==> src/hdl/mepl_pkg.sv <==
// mepl_pkg: shared types, codes and sizes for the midi event parser and log
// used by mepl_ctrl, mepl_dp and midi_event_parser_log_top; depends on nothing

package mepl_pkg;

    localparam int EVENT_DEPTH = 16;
    localparam int SLOT_W      = $clog2(EVENT_DEPTH);
    localparam int CNT_W       = $clog2(EVENT_DEPTH + 1);
    localparam int CMP_W       = (CNT_W > 4) ? CNT_W : 4;

    localparam logic [7:0] CLOCK_DIV_RESET = 8'd6;
    localparam logic [7:0] CLOCK_BYTE      = 8'hF8;
    localparam logic [3:0] SYSTEM_NIBBLE   = 4'hF;

    localparam logic [3:0] TYPE_NOTE_OFF   = 4'h8;
    localparam logic [3:0] TYPE_NOTE_ON    = 4'h9;
    localparam logic [3:0] TYPE_CC         = 4'hB;
    localparam logic [3:0] TYPE_PROG       = 4'hC;
    localparam logic [3:0] TYPE_CHAN_PRESS = 4'hD;
    localparam logic [3:0] TYPE_BEND       = 4'hE;

    localparam logic [1:0] REQ_MIDI = 2'd0;
    localparam logic [1:0] REQ_TICK = 2'd1;
    localparam logic [1:0] REQ_READ = 2'd2;

    localparam logic [2:0] ACT_NONE       = 3'd0;
    localparam logic [2:0] ACT_APPENDED   = 3'd1;
    localparam logic [2:0] ACT_OVERWRITE  = 3'd2;
    localparam logic [2:0] ACT_MARKED     = 3'd3;
    localparam logic [2:0] ACT_CLOCK      = 3'd4;
    localparam logic [2:0] ACT_READ_DATA  = 3'd5;
    localparam logic [2:0] ACT_READ_EMPTY = 3'd6;

    typedef struct packed {
        logic [1:0] req_type;
        logic [7:0] data_byte;
        logic [3:0] age_index;
    } req_t;

    typedef struct packed {
        logic [2:0]  action;
        logic [3:0]  slot;
        logic [4:0]  marked_count;
        logic [3:0]  entry_type;
        logic [3:0]  entry_channel;
        logic [6:0]  entry_val1;
        logic [6:0]  entry_val2;
        logic [31:0] entry_time;
        logic [31:0] entry_age;
        logic [4:0]  event_count;
    } res_t;

    typedef struct packed {
        logic [31:0] etime;
        logic [3:0]  etype;
        logic [3:0]  chan;
        logic [6:0]  v1;
        logic [6:0]  v2;
    } log_entry_t;

    typedef enum logic [2:0] {
        JOB_NONE   = 3'd0,
        JOB_APPEND = 3'd1,
        JOB_SCAN   = 3'd2,
        JOB_NEWEST = 3'd3,
        JOB_READ   = 3'd4
    } job_t;

    typedef struct packed {
        logic accept;
        logic scan_step;
        logic mark_res;
        logic newest_rd;
        logic overwrite;
        logic append;
        logic read_rd;
        logic read_res;
        logic out_load;
    } cmd_t;

    typedef struct packed {
        job_t job;
        logic scan_done;
        logic scan_marked;
        logic newest_match;
        logic out_free;
    } sts_t;

endpackage

==> src/hdl/midi_event_parser_log_top.sv <==
// midi_event_parser_log_top: top level of the midi event parser and log
// instantiates mepl_ctrl and mepl_dp; uses mepl_pkg for payload and control types
//
// The block takes one request item at a time: a MIDI byte, a time tick or a read of the
// event log, and gives exactly one result item for each. Bytes that finish no message,
// ticks, clock bytes and empty reads go straight to the result; a log read first reads
// the entry. A finished message is appended at once when the log is empty; otherwise the
// newest entry is read and checked, then overwritten or a new entry appended, except a
// note-off, which walks the valid log entries newest first, one read of the log memory
// per cycle, then marks the matching note-on entries or appends when none match. A finished
// result sits in an output register, so one more request can be taken and worked while
// it waits; a stalled output holds the next result back. clock_divide is to be written
// through cfg_write/cfg_data only while the block is idle; the block itself does not
// enforce this. There is no clearing pass after reset.

module midi_event_parser_log_top (
    input  logic           clk,
    input  logic           rst_n,
    input  logic           cfg_write,
    input  logic [7:0]     cfg_data,
    input  logic           req_valid,
    output logic           req_stall,
    input  mepl_pkg::req_t req,
    output logic           res_valid,
    input  logic           res_stall,
    output mepl_pkg::res_t res
);

    mepl_pkg::cmd_t cmd;
    mepl_pkg::sts_t sts;

    mepl_ctrl u_ctrl (
        .clk       (clk),
        .rst_n     (rst_n),
        .req_valid (req_valid),
        .req_stall (req_stall),
        .sts       (sts),
        .cmd       (cmd)
    );

    mepl_dp u_dp (
        .clk       (clk),
        .rst_n     (rst_n),
        .cfg_write (cfg_write),
        .cfg_data  (cfg_data),
        .req       (req),
        .res_stall (res_stall),
        .res_valid (res_valid),
        .res       (res),
        .cmd       (cmd),
        .sts       (sts)
    );

    // an accepted item keeps the block busy for at least the next cycle
    a_busy_after_accept: assert property (@(posedge clk) disable iff (!rst_n)
        (req_valid && !req_stall) |=> req_stall)
        else $error("request taken while previous item still in work");

    // the output register is only loaded once its item is gone
    a_load_when_free: assert property (@(posedge clk) disable iff (!rst_n)
        cmd.out_load |-> sts.out_free)
        else $error("result register overwritten before it was taken");

    // a marked-off result always reports at least one marked entry
    a_marked_nonzero: assert property (@(posedge clk) disable iff (!rst_n)
        (res_valid && (res.action == mepl_pkg::ACT_MARKED)) |-> (res.marked_count != 5'd0))
        else $error("notes marked off with zero count");

endmodule

==> src/hdl/mepl_ctrl.sv <==
// mepl_ctrl: sequencer for the midi event parser and log
// uses mepl_pkg for the command and status structs

module mepl_ctrl (
    input  logic           clk,
    input  logic           rst_n,
    input  logic           req_valid,
    output logic           req_stall,
    input  mepl_pkg::sts_t sts,
    output mepl_pkg::cmd_t cmd
);

    typedef enum logic [7:0] {
        S_IDLE     = 8'b0000_0001,
        S_SCAN     = 8'b0000_0010,
        S_NEW_RD   = 8'b0000_0100,
        S_NEW_CHK  = 8'b0000_1000,
        S_APPEND   = 8'b0001_0000,
        S_READ_RD  = 8'b0010_0000,
        S_READ_OUT = 8'b0100_0000,
        S_POST     = 8'b1000_0000
    } state_t;

    state_t state_reg;
    state_t state_next;

    always_ff @(posedge clk or negedge rst_n)
    begin
        if (!rst_n)
        begin
            state_reg <= S_IDLE;
        end
        else
        begin
            state_reg <= state_next;
        end
    end

    assign req_stall = (state_reg != S_IDLE);

    always_comb
    begin
        state_next = state_reg;
        cmd        = '0;
        unique case (state_reg)
            S_IDLE:
            begin
                if (req_valid)
                begin
                    cmd.accept = 1'b1;
                    unique case (sts.job)
                        mepl_pkg::JOB_APPEND: state_next = S_APPEND;
                        mepl_pkg::JOB_SCAN:   state_next = S_SCAN;
                        mepl_pkg::JOB_NEWEST: state_next = S_NEW_RD;
                        mepl_pkg::JOB_READ:   state_next = S_READ_RD;
                        default:              state_next = S_POST;
                    endcase
                end
            end
            S_SCAN:
            begin
                cmd.scan_step = 1'b1;
                if (sts.scan_done)
                begin
                    if (sts.scan_marked)
                    begin
                        cmd.mark_res = 1'b1;
                        state_next   = S_POST;
                    end
                    else
                    begin
                        state_next = S_APPEND;
                    end
                end
            end
            S_NEW_RD:
            begin
                cmd.newest_rd = 1'b1;
                state_next    = S_NEW_CHK;
            end
            S_NEW_CHK:
            begin
                if (sts.newest_match)
                begin
                    cmd.overwrite = 1'b1;
                    state_next    = S_POST;
                end
                else
                begin
                    state_next = S_APPEND;
                end
            end
            S_APPEND:
            begin
                cmd.append = 1'b1;
                state_next = S_POST;
            end
            S_READ_RD:
            begin
                cmd.read_rd = 1'b1;
                state_next  = S_READ_OUT;
            end
            S_READ_OUT:
            begin
                cmd.read_res = 1'b1;
                state_next   = S_POST;
            end
            S_POST:
            begin
                if (sts.out_free)
                begin
                    cmd.out_load = 1'b1;
                    state_next   = S_IDLE;
                end
            end
            default:
            begin
                state_next = S_IDLE;
            end
        endcase
    end

endmodule

==> src/hdl/mepl_dp.sv <==
// mepl_dp: parser registers, event log memory, note-off scan and result registers
// uses mepl_pkg; driven by mepl_ctrl through cmd_t and reports through sts_t

module mepl_dp (
    input  logic                clk,
    input  logic                rst_n,
    input  logic                cfg_write,
    input  logic [7:0]          cfg_data,
    input  mepl_pkg::req_t      req,
    input  logic                res_stall,
    output logic                res_valid,
    output mepl_pkg::res_t      res,
    input  mepl_pkg::cmd_t      cmd,
    output mepl_pkg::sts_t      sts
);

    localparam int SW = mepl_pkg::SLOT_W;
    localparam int CW = mepl_pkg::CNT_W;
    localparam logic [SW:0]   DEPTH_W    = (SW + 1)'(mepl_pkg::EVENT_DEPTH);
    localparam logic [SW-1:0] LAST_SLOT  = SW'(mepl_pkg::EVENT_DEPTH - 1);
    localparam logic [CW-1:0] DEPTH_CNT  = CW'(mepl_pkg::EVENT_DEPTH);

    // event log, contents undefined until written
    mepl_pkg::log_entry_t mem [mepl_pkg::EVENT_DEPTH];
    mepl_pkg::log_entry_t rd_data_reg;

    logic                 mem_we;
    logic [SW-1:0]        mem_waddr;
    mepl_pkg::log_entry_t mem_wdata;
    logic                 mem_re;
    logic [SW-1:0]        mem_raddr;

    // control state
    logic [7:0]    clk_div_reg,    clk_div_next;
    logic [3:0]    pend_type_reg,  pend_type_next;
    logic [3:0]    pend_chan_reg,  pend_chan_next;
    logic [1:0]    bytes_need_reg, bytes_need_next;
    logic [6:0]    first_data_reg, first_data_next;
    logic [31:0]   tick_reg,       tick_next;
    logic [7:0]    clk_cnt_reg,    clk_cnt_next;
    logic [CW-1:0] valid_cnt_reg,  valid_cnt_next;
    logic [SW-1:0] newest_reg,     newest_next;
    logic [CW-1:0] scan_idx_reg,   scan_idx_next;
    logic          chk_valid_reg,  chk_valid_next;
    logic [CW-1:0] marked_reg,     marked_next;
    logic          out_valid_reg,  out_valid_next;

    // payload
    logic [3:0]     msg_type_reg,   msg_type_next;
    logic [3:0]     msg_chan_reg,   msg_chan_next;
    logic [6:0]     msg_v1_reg,     msg_v1_next;
    logic [6:0]     msg_v2_reg,     msg_v2_next;
    logic [SW-1:0]  rd_slot_reg,    rd_slot_next;
    logic [SW-1:0]  scan_slot_reg,  scan_slot_next;
    logic [SW-1:0]  chk_slot_reg,   chk_slot_next;
    logic [SW-1:0]  first_slot_reg, first_slot_next;
    logic [6:0]     first_v2_reg,   first_v2_next;
    mepl_pkg::res_t res_reg,        res_next;
    mepl_pkg::res_t out_reg,        out_next;

    // helpers
    logic [8:0]     clk_inc;
    logic [SW-1:0]  age_sl;
    logic [SW:0]    age_wrap;
    logic [SW-1:0]  age_slot;
    logic [SW:0]    newest_inc;
    logic [SW-1:0]  append_slot;
    logic [CW-1:0]  append_cnt;
    logic           scan_issue;
    logic           scan_hit;
    logic           is_one_byte;
    logic [2:0]     imm_action;
    mepl_pkg::job_t job;

    always_ff @(posedge clk)
    begin
        if (mem_we)
        begin
            mem[mem_waddr] <= mem_wdata;
        end
        if (mem_re)
        begin
            rd_data_reg <= mem[mem_raddr];
        end
    end

    always_comb
    begin
        clk_inc     = {1'b0, clk_cnt_reg} + 9'd1;
        age_sl      = SW'(req.age_index);
        age_wrap    = {1'b0, newest_reg} + DEPTH_W - {1'b0, age_sl};
        age_slot    = (newest_reg >= age_sl) ? (newest_reg - age_sl) : age_wrap[SW-1:0];
        newest_inc  = {1'b0, newest_reg} + (SW + 1)'(1);
        append_slot = (newest_inc >= DEPTH_W) ? '0 : newest_inc[SW-1:0];
        append_cnt  = (valid_cnt_reg < DEPTH_CNT) ? (valid_cnt_reg + CW'(1)) : valid_cnt_reg;
        is_one_byte = (pend_type_reg == mepl_pkg::TYPE_PROG) ||
                      (pend_type_reg == mepl_pkg::TYPE_CHAN_PRESS);
        scan_issue  = (scan_idx_reg < valid_cnt_reg);
        scan_hit    = chk_valid_reg &&
                      (rd_data_reg.etype == mepl_pkg::TYPE_NOTE_ON) &&
                      (rd_data_reg.v1 == msg_v1_reg) &&
                      (rd_data_reg.chan == msg_chan_reg);
    end

    // classify the offered item and work out its immediate effects
    always_comb
    begin
        job             = mepl_pkg::JOB_NONE;
        imm_action      = mepl_pkg::ACT_NONE;
        clk_cnt_next    = clk_cnt_reg;
        pend_type_next  = pend_type_reg;
        pend_chan_next  = pend_chan_reg;
        bytes_need_next = bytes_need_reg;
        first_data_next = first_data_reg;
        tick_next       = tick_reg;
        msg_type_next   = msg_type_reg;
        msg_chan_next   = msg_chan_reg;
        msg_v1_next     = msg_v1_reg;
        msg_v2_next     = msg_v2_reg;
        rd_slot_next    = rd_slot_reg;
        unique case (req.req_type)
            mepl_pkg::REQ_MIDI:
            begin
                if (req.data_byte == mepl_pkg::CLOCK_BYTE)
                begin
                    if (clk_inc >= {1'b0, clk_div_reg})
                    begin
                        clk_cnt_next = '0;
                        imm_action   = mepl_pkg::ACT_CLOCK;
                    end
                    else
                    begin
                        clk_cnt_next = clk_inc[7:0];
                    end
                end
                else if (req.data_byte[7:4] == mepl_pkg::SYSTEM_NIBBLE)
                begin
                    // other system bytes leave an open message alone
                end
                else if (req.data_byte[7])
                begin
                    pend_type_next  = req.data_byte[7:4];
                    pend_chan_next  = req.data_byte[3:0];
                    first_data_next = '0;
                    bytes_need_next = ((req.data_byte[7:4] == mepl_pkg::TYPE_PROG) ||
                                       (req.data_byte[7:4] == mepl_pkg::TYPE_CHAN_PRESS))
                                      ? 2'd1 : 2'd2;
                end
                else if (bytes_need_reg == 2'd2)
                begin
                    first_data_next = req.data_byte[6:0];
                    bytes_need_next = 2'd1;
                end
                else if (bytes_need_reg == 2'd1)
                begin
                    bytes_need_next = 2'd0;
                    msg_type_next   = pend_type_reg;
                    msg_chan_next   = pend_chan_reg;
                    msg_v1_next     = is_one_byte ? req.data_byte[6:0] : first_data_reg;
                    msg_v2_next     = is_one_byte ? 7'd0 : req.data_byte[6:0];
                    if (valid_cnt_reg == '0)
                    begin
                        job = mepl_pkg::JOB_APPEND;
                    end
                    else if (pend_type_reg == mepl_pkg::TYPE_NOTE_OFF)
                    begin
                        job = mepl_pkg::JOB_SCAN;
                    end
                    else
                    begin
                        job = mepl_pkg::JOB_NEWEST;
                    end
                end
            end
            mepl_pkg::REQ_TICK:
            begin
                tick_next = tick_reg + 32'd1;
            end
            mepl_pkg::REQ_READ:
            begin
                if (mepl_pkg::CMP_W'(req.age_index) < mepl_pkg::CMP_W'(valid_cnt_reg))
                begin
                    job          = mepl_pkg::JOB_READ;
                    rd_slot_next = age_slot;
                end
                else
                begin
                    imm_action = mepl_pkg::ACT_READ_EMPTY;
                end
            end
            default:
            begin
                imm_action = mepl_pkg::ACT_NONE;
            end
        endcase
    end

    // sequenced work on the log
    always_comb
    begin
        valid_cnt_next  = valid_cnt_reg;
        newest_next     = newest_reg;
        scan_idx_next   = scan_idx_reg;
        scan_slot_next  = scan_slot_reg;
        chk_valid_next  = chk_valid_reg;
        chk_slot_next   = chk_slot_reg;
        marked_next     = marked_reg;
        first_slot_next = first_slot_reg;
        first_v2_next   = first_v2_reg;
        res_next        = res_reg;
        mem_we          = 1'b0;
        mem_waddr       = newest_reg;
        mem_wdata       = '{etime: tick_reg, etype: msg_type_reg, chan: msg_chan_reg,
                            v1: msg_v1_reg, v2: msg_v2_reg};
        mem_re          = 1'b0;
        mem_raddr       = newest_reg;

        if (cmd.accept)
        begin
            res_next             = '0;
            res_next.action      = imm_action;
            res_next.event_count = 5'(valid_cnt_reg);
            scan_idx_next        = '0;
            scan_slot_next       = newest_reg;
            chk_valid_next       = 1'b0;
            marked_next          = '0;
        end

        if (cmd.scan_step)
        begin
            // issue one read per cycle, check the entry read the cycle before
            chk_valid_next = scan_issue;
            chk_slot_next  = scan_slot_reg;
            if (scan_issue)
            begin
                mem_re         = 1'b1;
                mem_raddr      = scan_slot_reg;
                scan_idx_next  = scan_idx_reg + CW'(1);
                scan_slot_next = (scan_slot_reg == '0) ? LAST_SLOT : (scan_slot_reg - SW'(1));
            end
            if (scan_hit)
            begin
                mem_we          = 1'b1;
                mem_waddr       = chk_slot_reg;
                mem_wdata       = rd_data_reg;
                mem_wdata.etype = mepl_pkg::TYPE_NOTE_OFF;
                mem_wdata.etime = tick_reg;
                marked_next     = marked_reg + CW'(1);
                if (marked_reg == '0)
                begin
                    first_slot_next = chk_slot_reg;
                    first_v2_next   = rd_data_reg.v2;
                end
            end
        end

        if (cmd.mark_res)
        begin
            res_next               = '0;
            res_next.action        = mepl_pkg::ACT_MARKED;
            res_next.slot          = 4'(first_slot_reg);
            res_next.marked_count  = 5'(marked_reg);
            res_next.entry_type    = mepl_pkg::TYPE_NOTE_OFF;
            res_next.entry_channel = msg_chan_reg;
            res_next.entry_val1    = msg_v1_reg;
            res_next.entry_val2    = first_v2_reg;
            res_next.entry_time    = tick_reg;
            res_next.event_count   = 5'(valid_cnt_reg);
        end

        if (cmd.newest_rd)
        begin
            mem_re    = 1'b1;
            mem_raddr = newest_reg;
        end

        if (cmd.read_rd)
        begin
            mem_re    = 1'b1;
            mem_raddr = rd_slot_reg;
        end

        if (cmd.overwrite || cmd.append)
        begin
            mem_we                 = 1'b1;
            res_next               = '0;
            res_next.entry_type    = msg_type_reg;
            res_next.entry_channel = msg_chan_reg;
            res_next.entry_val1    = msg_v1_reg;
            res_next.entry_val2    = msg_v2_reg;
            res_next.entry_time    = tick_reg;
            if (cmd.append)
            begin
                mem_waddr            = append_slot;
                newest_next          = append_slot;
                valid_cnt_next       = append_cnt;
                res_next.action      = mepl_pkg::ACT_APPENDED;
                res_next.slot        = 4'(append_slot);
                res_next.event_count = 5'(append_cnt);
            end
            else
            begin
                res_next.action      = mepl_pkg::ACT_OVERWRITE;
                res_next.slot        = 4'(newest_reg);
                res_next.event_count = 5'(valid_cnt_reg);
            end
        end

        if (cmd.read_res)
        begin
            res_next.action        = mepl_pkg::ACT_READ_DATA;
            res_next.slot          = 4'(rd_slot_reg);
            res_next.marked_count  = '0;
            res_next.entry_type    = rd_data_reg.etype;
            res_next.entry_channel = rd_data_reg.chan;
            res_next.entry_val1    = rd_data_reg.v1;
            res_next.entry_val2    = rd_data_reg.v2;
            res_next.entry_time    = rd_data_reg.etime;
            res_next.entry_age     = tick_reg - rd_data_reg.etime;
            res_next.event_count   = 5'(valid_cnt_reg);
        end
    end

    always_comb
    begin
        clk_div_next   = cfg_write ? cfg_data : clk_div_reg;
        out_next       = cmd.out_load ? res_reg : out_reg;
        out_valid_next = out_valid_reg;
        if (cmd.out_load)
        begin
            out_valid_next = 1'b1;
        end
        else if (!res_stall)
        begin
            out_valid_next = 1'b0;
        end
    end

    always_ff @(posedge clk or negedge rst_n)
    begin
        if (!rst_n)
        begin
            clk_div_reg    <= mepl_pkg::CLOCK_DIV_RESET;
            pend_type_reg  <= '0;
            pend_chan_reg  <= '0;
            bytes_need_reg <= '0;
            first_data_reg <= '0;
            tick_reg       <= '0;
            clk_cnt_reg    <= '0;
            valid_cnt_reg  <= '0;
            newest_reg     <= '0;
            scan_idx_reg   <= '0;
            chk_valid_reg  <= 1'b0;
            marked_reg     <= '0;
            out_valid_reg  <= 1'b0;
        end
        else
        begin
            clk_div_reg    <= clk_div_next;
            valid_cnt_reg  <= valid_cnt_next;
            newest_reg     <= newest_next;
            scan_idx_reg   <= scan_idx_next;
            chk_valid_reg  <= chk_valid_next;
            marked_reg     <= marked_next;
            out_valid_reg  <= out_valid_next;
            if (cmd.accept)
            begin
                pend_type_reg  <= pend_type_next;
                pend_chan_reg  <= pend_chan_next;
                bytes_need_reg <= bytes_need_next;
                first_data_reg <= first_data_next;
                tick_reg       <= tick_next;
                clk_cnt_reg    <= clk_cnt_next;
            end
        end
    end

    always_ff @(posedge clk)
    begin
        if (cmd.accept)
        begin
            msg_type_reg <= msg_type_next;
            msg_chan_reg <= msg_chan_next;
            msg_v1_reg   <= msg_v1_next;
            msg_v2_reg   <= msg_v2_next;
            rd_slot_reg  <= rd_slot_next;
        end
        scan_slot_reg  <= scan_slot_next;
        chk_slot_reg   <= chk_slot_next;
        first_slot_reg <= first_slot_next;
        first_v2_reg   <= first_v2_next;
        res_reg        <= res_next;
        out_reg        <= out_next;
    end

    assign res_valid        = out_valid_reg;
    assign res              = out_reg;
    assign sts.job          = job;
    assign sts.scan_done    = !scan_issue && !chk_valid_reg;
    assign sts.scan_marked  = (marked_reg != '0);
    assign sts.newest_match = (rd_data_reg.chan == msg_chan_reg) &&
                              (rd_data_reg.etype == msg_type_reg) &&
                              (((msg_type_reg == mepl_pkg::TYPE_CC) &&
                                (rd_data_reg.v1 == msg_v1_reg)) ||
                               (msg_type_reg == mepl_pkg::TYPE_BEND) ||
                               (msg_type_reg == mepl_pkg::TYPE_CHAN_PRESS));
    assign sts.out_free     = !out_valid_reg || !res_stall;

endmodule
==> config.mk <==
export PLATFORM = sky130hd
export DESIGN_NAME = midi_event_parser_log_top
export DESIGN_NICKNAME = d
export VERILOG_FILES = /design/src/hdl/mepl_pkg.sv /design/src/hdl/midi_event_parser_log_top.sv /design/src/hdl/mepl_ctrl.sv /design/src/hdl/mepl_dp.sv
export SDC_FILE = /design/constraint.sdc
export NUM_CORES = 2
export LEC_CHECK = 0
export ABC_AREA = 0
export BUFFER_PORTS_ARGS = -buffer_cell sky130_fd_sc_hd__buf_2
export CAP_MARGIN = 15
export CORE_ASPECT_RATIO = 1.25
export CORE_MARGIN = 10
export CORE_UTILIZATION = 25
export DETAILED_ROUTE_END_ITERATION = 6
export GPL_TIMING_DRIVEN = 1
export PLACE_DENSITY_LB_ADDON = 0.05
export SLEW_MARGIN = 0
export SYNTH_ARGS = -nofsm -noshare
export SYNTH_HDL_FRONTEND = slang
export SYNTH_HIERARCHICAL = 1
export SYNTH_SLANG_ARGS = --single-unit
==> constraint.sdc <==
create_clock -name clk -period 12.5 [get_ports clk]
set_clock_uncertainty 0.1 [all_clocks]
set_input_delay 0.625 -clock clk [delete_from_list [all_inputs] [get_ports clk]]
set_output_delay 0.625 -clock clk [all_outputs]
set_load 0.02 [all_outputs]
After elaboration in Yosys (flattened, before gate mapping)
Memory sizes are Yosys's and may differ from the RTL's. A register that Yosys moved wholly into a read port is not among the register bits.
Cells that the tools add are included.

cells by class
  bitwise operators = 4
  add/sub/neg operators = 11
  reductions and logical operators = 40
  equality and inequality tests = 35
  multiplexer cells = 83
  $lt $le $gt $ge = 6

operator list
  operator               count
  $mux 103               3
  $mux 100               1
  $mux 4                 14
  $pmux 8 s7             1
  $mux 8                 6
  $mux 22                2
  $eq 4x4->1 const B     10
  $mux 5                 8
  $add 32x1->32 const B  1
  $pmux 8 s4             1
  $sub 32x32->32         1
  $mux 3                 10
  $mux 1                 26
  $mux 7                 3
  $eq 8x8->1 const B     2
  $add 5x1->5 const B    3
  $reduce_and 5->1       3
  $pmux 3 s2             2
  $reduce_and 3->1       4
  $logic_not 5->1        2
  $mux 2                 5
  $add 8x1->9 const B    1
  $ge 9x8->1             1
  $eq 4x4->1             2
  other kinds (39)       67

storage, ports and cells
  bits of input ports = 27
  output and inout port bits = 105
  memories kept = 1
  register bits after elaboration = 345
  RAM bits = 864

memory list
  memory    depth  width  read ports  clocked after Yosys merged registers in  wr ports  line           text
  u_dp.mem  16     54     1           1                                        1         mepl_dp.sv:24  mepl_pkg::log_entry_t mem [mepl_pkg::EVENT_DEPTH];

Depth between registers and ports, before layout
  word-level depth = 13
  mapped depth = 16
  depth with buffers taken out = 13

Cells and area by module
The synthesis kept the hierarchy.

modules (own cells, without submodules)
  module     times used  area each (µm²)  seq. area each (µm²)  cells an instance
  mepl_dp    1           52027.4          37138.1               3073
  mepl_ctrl  1           650.6            201.4                 70

Worst setup path after synthesis
No wires, ideal clock.

  kind = register to register
  start = register u_ctrl.state_reg[1]
  end = register u_dp.out_reg, in the netlist u_dp/res[0], enable pin
  arrival = 5306 ps
  clock period less this slack = 5972 ps
  stages on the path, launching flop included = 4
  library setup time = 567 ps
  path slack = 6528 ps
  path buffers = 0
  required time = 11833 ps
  path through = dfrtp_1 -> nor4_2 -> nand3_1 -> nor2_1

RTL lines
  item                    line             text
  from (decl)             mepl_ctrl.sv:24  state_t state_reg;
  from (signal assigned)  mepl_ctrl.sv:35  state_reg <= state_next;
  to (signal assigned)    mepl_dp.sv:393   out_reg <= out_next;
  to (decl)               mepl_dp.sv:59    mepl_pkg::res_t out_reg, out_next;

==> flow_metrics.env <==
export IMPL_yosys_area_top_type_share_pct=66.0
export IMPL_postSynth_asyncResetShare_pct=7.44
export IMPL_synth_edf_count=1157
export IMPL_nNetsFinal=3438
export IMPL_place_hpwl_um=87500
export IMPL_slew_viol_final=0
export IMPL_drive_gt1_share_pct=13.8
export IMPL_p_leak_nw=21.8
export IMPL_numCtsBuffers=142
export IMPL_end_kind="flip-flop"
export IMPL_path_delay_family="simple AND/OR/NAND/NOR gates"
export IMPL_wl_um=150000
export IMPL_yosysSeqAreaShare_pct=70.9
export IMPL_fp_coreArea_mm2=0.210
export IMPL_grt_usage_pct=12.8
export IMPL_crit_type="reg2reg"
export IMPL_p_comb_share_pct=9.5
export IMPL_r2r_cells=16
export IMPL_vias_per_cell=4.37
export IMPL_rr_startpoint="u_dp/msg_v1_reg[2]"
export IMPL_period_minus_slack_ns=6.41
export IMPL_cts_tree="built"
export IMPL_ys_types=84
export IMPL_drtIter0Drc=1535
export IMPL_syn_inst=3143
export IMPL_clk_latency_ns=0.78
export IMPL_min_delay_start="cfg_write"
export IMPL_gp_congestion=0.725
export IMPL_startpoint_type="flip-flop"
export IMPL_synth_ff_type="edfxtp_1"
export IMPL_worst_pin_slew_ns=1.31
export IMPL_reg2reg_to="u_dp/mem[8][43]"
export IMPL_die_y_um=533
export IMPL_place_ws_ns=5.91
export IMPL_power_share_switching_pct=24.6
export IMPL_clockBufferDepth=3
export IMPL_post_cts_resized=0
export IMPL_cp_slowest_cell="edfxtp_1"
export IMPL_status="completed"
export IMPL_dr_total_vias=27200
export IMPL_rsz0062_at_grt="false"
export IMPL_vdd_drop_max_v=0.000110
export IMPL_slowest_delay_ns=0.78
export IMPL_hold_end="u_dp/clk_div_reg[2]"
export IMPL_tns_ns=0
export IMPL_slew_headroom_pct=12.9
export IMPL_die_area_mm2=0.230
export IMPL_path_cells="xor2_1 > nor4_1 > nand2_1 > nor4_1 > a31oi_1 > nor3b_1 > nand2_1 > nor3_1 > buf_4 > nor2b_1 > a21oi_1 > o21ai_0 > nand2_1 > nor2_4 > buf_4 > buf_4"
export IMPL_syn_nets=3230
export IMPL_drtPass1Iterations=7
export IMPL_cp_depth=16
export IMPL_start_util_pct=25.1
export IMPL_yosysWarnings=6
export IMPL_cp_buffers_inverters=3
export IMPL_setup_violations=0
export IMPL_port_buffers=131
export IMPL_clock_sinks=1263
export IMPL_antenna_found_initial=4
export IMPL_power_mw=10.0
export IMPL_path_clk_slew_ns=0.06
export IMPL_internal_power_mw=7.56
export IMPL_synth_area_mm2=0.0527
export IMPL_antenna_left=0
export IMPL_p_switching_mw=2.46
export IMPL_root_buffer="clkbuf_16"
export IMPL_finalCritPeriodShare_pct=51.3
export IMPL_grt_ovfl_total=0
export IMPL_postLayoutCellArea_mm2=0.0612
export IMPL_htreeDepth=4
export IMPL_synth_area_leader_cell="edfxtp_1"
export IMPL_syn_avg_cell_area_um2=16.8
export IMPL_critPathRequiredTime_ns=12.80
export IMPL_final_cells=6228
export IMPL_final_common_cell="edfxtp_1"
export IMPL_yosys_top_cells_area="edfxtp_1, mux2i_1, dfrtp_1"
export IMPL_fin_hold_ws_ns=0.0938
export IMPL_final_cell_mix="edfxtp_1, mux2i_1, clkbuf_16"
export IMPL_dpl_cell_count=5950
export IMPL_p_per_area_mw_per_mm2=164
export IMPL_fmax_mhz=156
export IMPL_wire_per_inst_um=24.1
export IMPL_setup_ws_ns=6.09
export IMPL_critical_path_arrival_ns=6.71
export IMPL_seqPwrFrac_pct=49.2
export IMPL_cap_violations=0
export IMPL_grt_pass1_wl_um=214000
export IMPL_placed_area_mm2=0.0565
export IMPL_grt_start_max_net_pins=126
export IMPL_clkPwrFrac_pct=41.3
export IMPL_hold_violations=0
export IMPL_crit_fanout=29
export IMPL_ys_ff_latch=1263
export IMPL_holdPathStages=3
export IMPL_drc=0
export IMPL_grt_pass1_vias=28800
export IMPL_rrSetupSlack_ns=6.09
export IMPL_area_growth_pct=16.1
export IMPL_io_pins=132
export IMPL_hold_class="in2reg"
export IMPL_die_w_um=431
export IMPL_final_util_pct=29.1
export IMPL_rows=188
export IMPL_largest_reg_flops=864
[what timing repair did]
item                                    CTS  global route
buffers inserted                          0             0
hold buffers                             11             0
endpoints found under the setup margin    0             0
endpoints found under the hold margin    61             0
[final cells by class]
class / instances / area, um2
Timing Repair Buffer: 206 / 1340
Tap cell: 2755 / 3450
Multi-Input combinational cell: 1661 / 14200
Sequential cell: 1263 / 37300
Clock inverter: 85 / 748
Clock buffer: 178 / 3800
Antenna cell: 3 / 7.51
Fill cell: 20800 / 149000
Inverter: 77 / 292
[cells in the mapped netlist, types with 32 or more instances]
| library cell | instances |
|---|---|
| dfrtp_1 | 91 |
| a22o_1 | 48 |
| xor2_1 | 32 |
| nor2_1 | 63 |
| nand3_1 | 40 |
| xnor2_1 | 52 |
| a21oi_1 | 59 |
| clkbuf_1 | 47 |
| inv_1 | 76 |
| o21ai_0 | 75 |
| ha_1 | 58 |
| and2_1 | 33 |
| edfxtp_1 | 1157 |
| nand2_1 | 105 |
| mux2i_1 | 821 |
| buf_6 | 32 |
[worst register-to-register path, cell delays in order (launching register included)]
cell and delay, ns:
edfxtp_1 0.78, xor2_1 0.17, nor4_1 0.56, nand2_1 0.36
nor4_1 0.41, a31oi_1 0.10, nor3b_1 0.47, nand2_1 0.13
nor3_1 0.19, buf_4 0.19, nor2b_1 0.18, a21oi_1 0.10
o21ai_0 0.39, nand2_1 0.36, nor2_4 0.35, buf_4 0.49
buf_4 0.66
[worst max path at each step]
stage / from / endpoint / slack (ns)
3_5_place_dp: u_dp/msg_v1_reg[2] / u_dp/mem[8][43] / 5.91
3_3_place_gp: u_dp/msg_v1_reg[2] / u_dp/mem[8][33] / 5.68
2_1_floorplan: u_ctrl/state_reg[1] / u_dp/res[0] / 6.53
5_1_grt: u_dp/msg_v1_reg[2] / u_dp/mem[8][43] / 5.62
4_1_cts: u_dp/msg_v1_reg[2] / u_dp/mem[8][37] / 5.85
6_report: u_dp/msg_v1_reg[2] / u_dp/mem[8][43] / 6.09
[power by group through the flow]
stage | logic (mW) | clock network, mW | registers [mW]
finish | 0.953 | 4.14 | 4.94
global route | 1.04 | 4.47 | 4.96
CTS | 0.982 | 4.31 | 4.95
detailed placement | 0.977 | 0 | 5.03
global placement | 0.970 | 0 | 5.03
floorplan | 0.698 | 0 | 5.03
[metal layers]
metal | up-vias | wire (um) | global-route usage [%]
li1 | 12500 | - | -
met1 | 14100 | 67400 | 16.4
met2 | 455 | 74500 | 22.0
met3 | 186 | 4870 | 2.19
met4 | 0 | 3240 | 3.42
met5 | - | 0 | 0
[cells by family (layout without fill, tap and decap cells)]
family | after synthesis | in the layout | share of synthesized area (%)
fa+ha+maj | 60 | 60 | 1.45
buf+inv | 219 | 546 | 2.61
other cells | 0 | 3 | 0
xor+xnor | 84 | 84 | 1.40
mux | 846 | 846 | 16.1
simple gates | 380 | 380 | 3.84
flops | 1263 | 1263 | 70.9
compound gates | 291 | 291 | 3.69
Power figures use the tool's default switching activity.
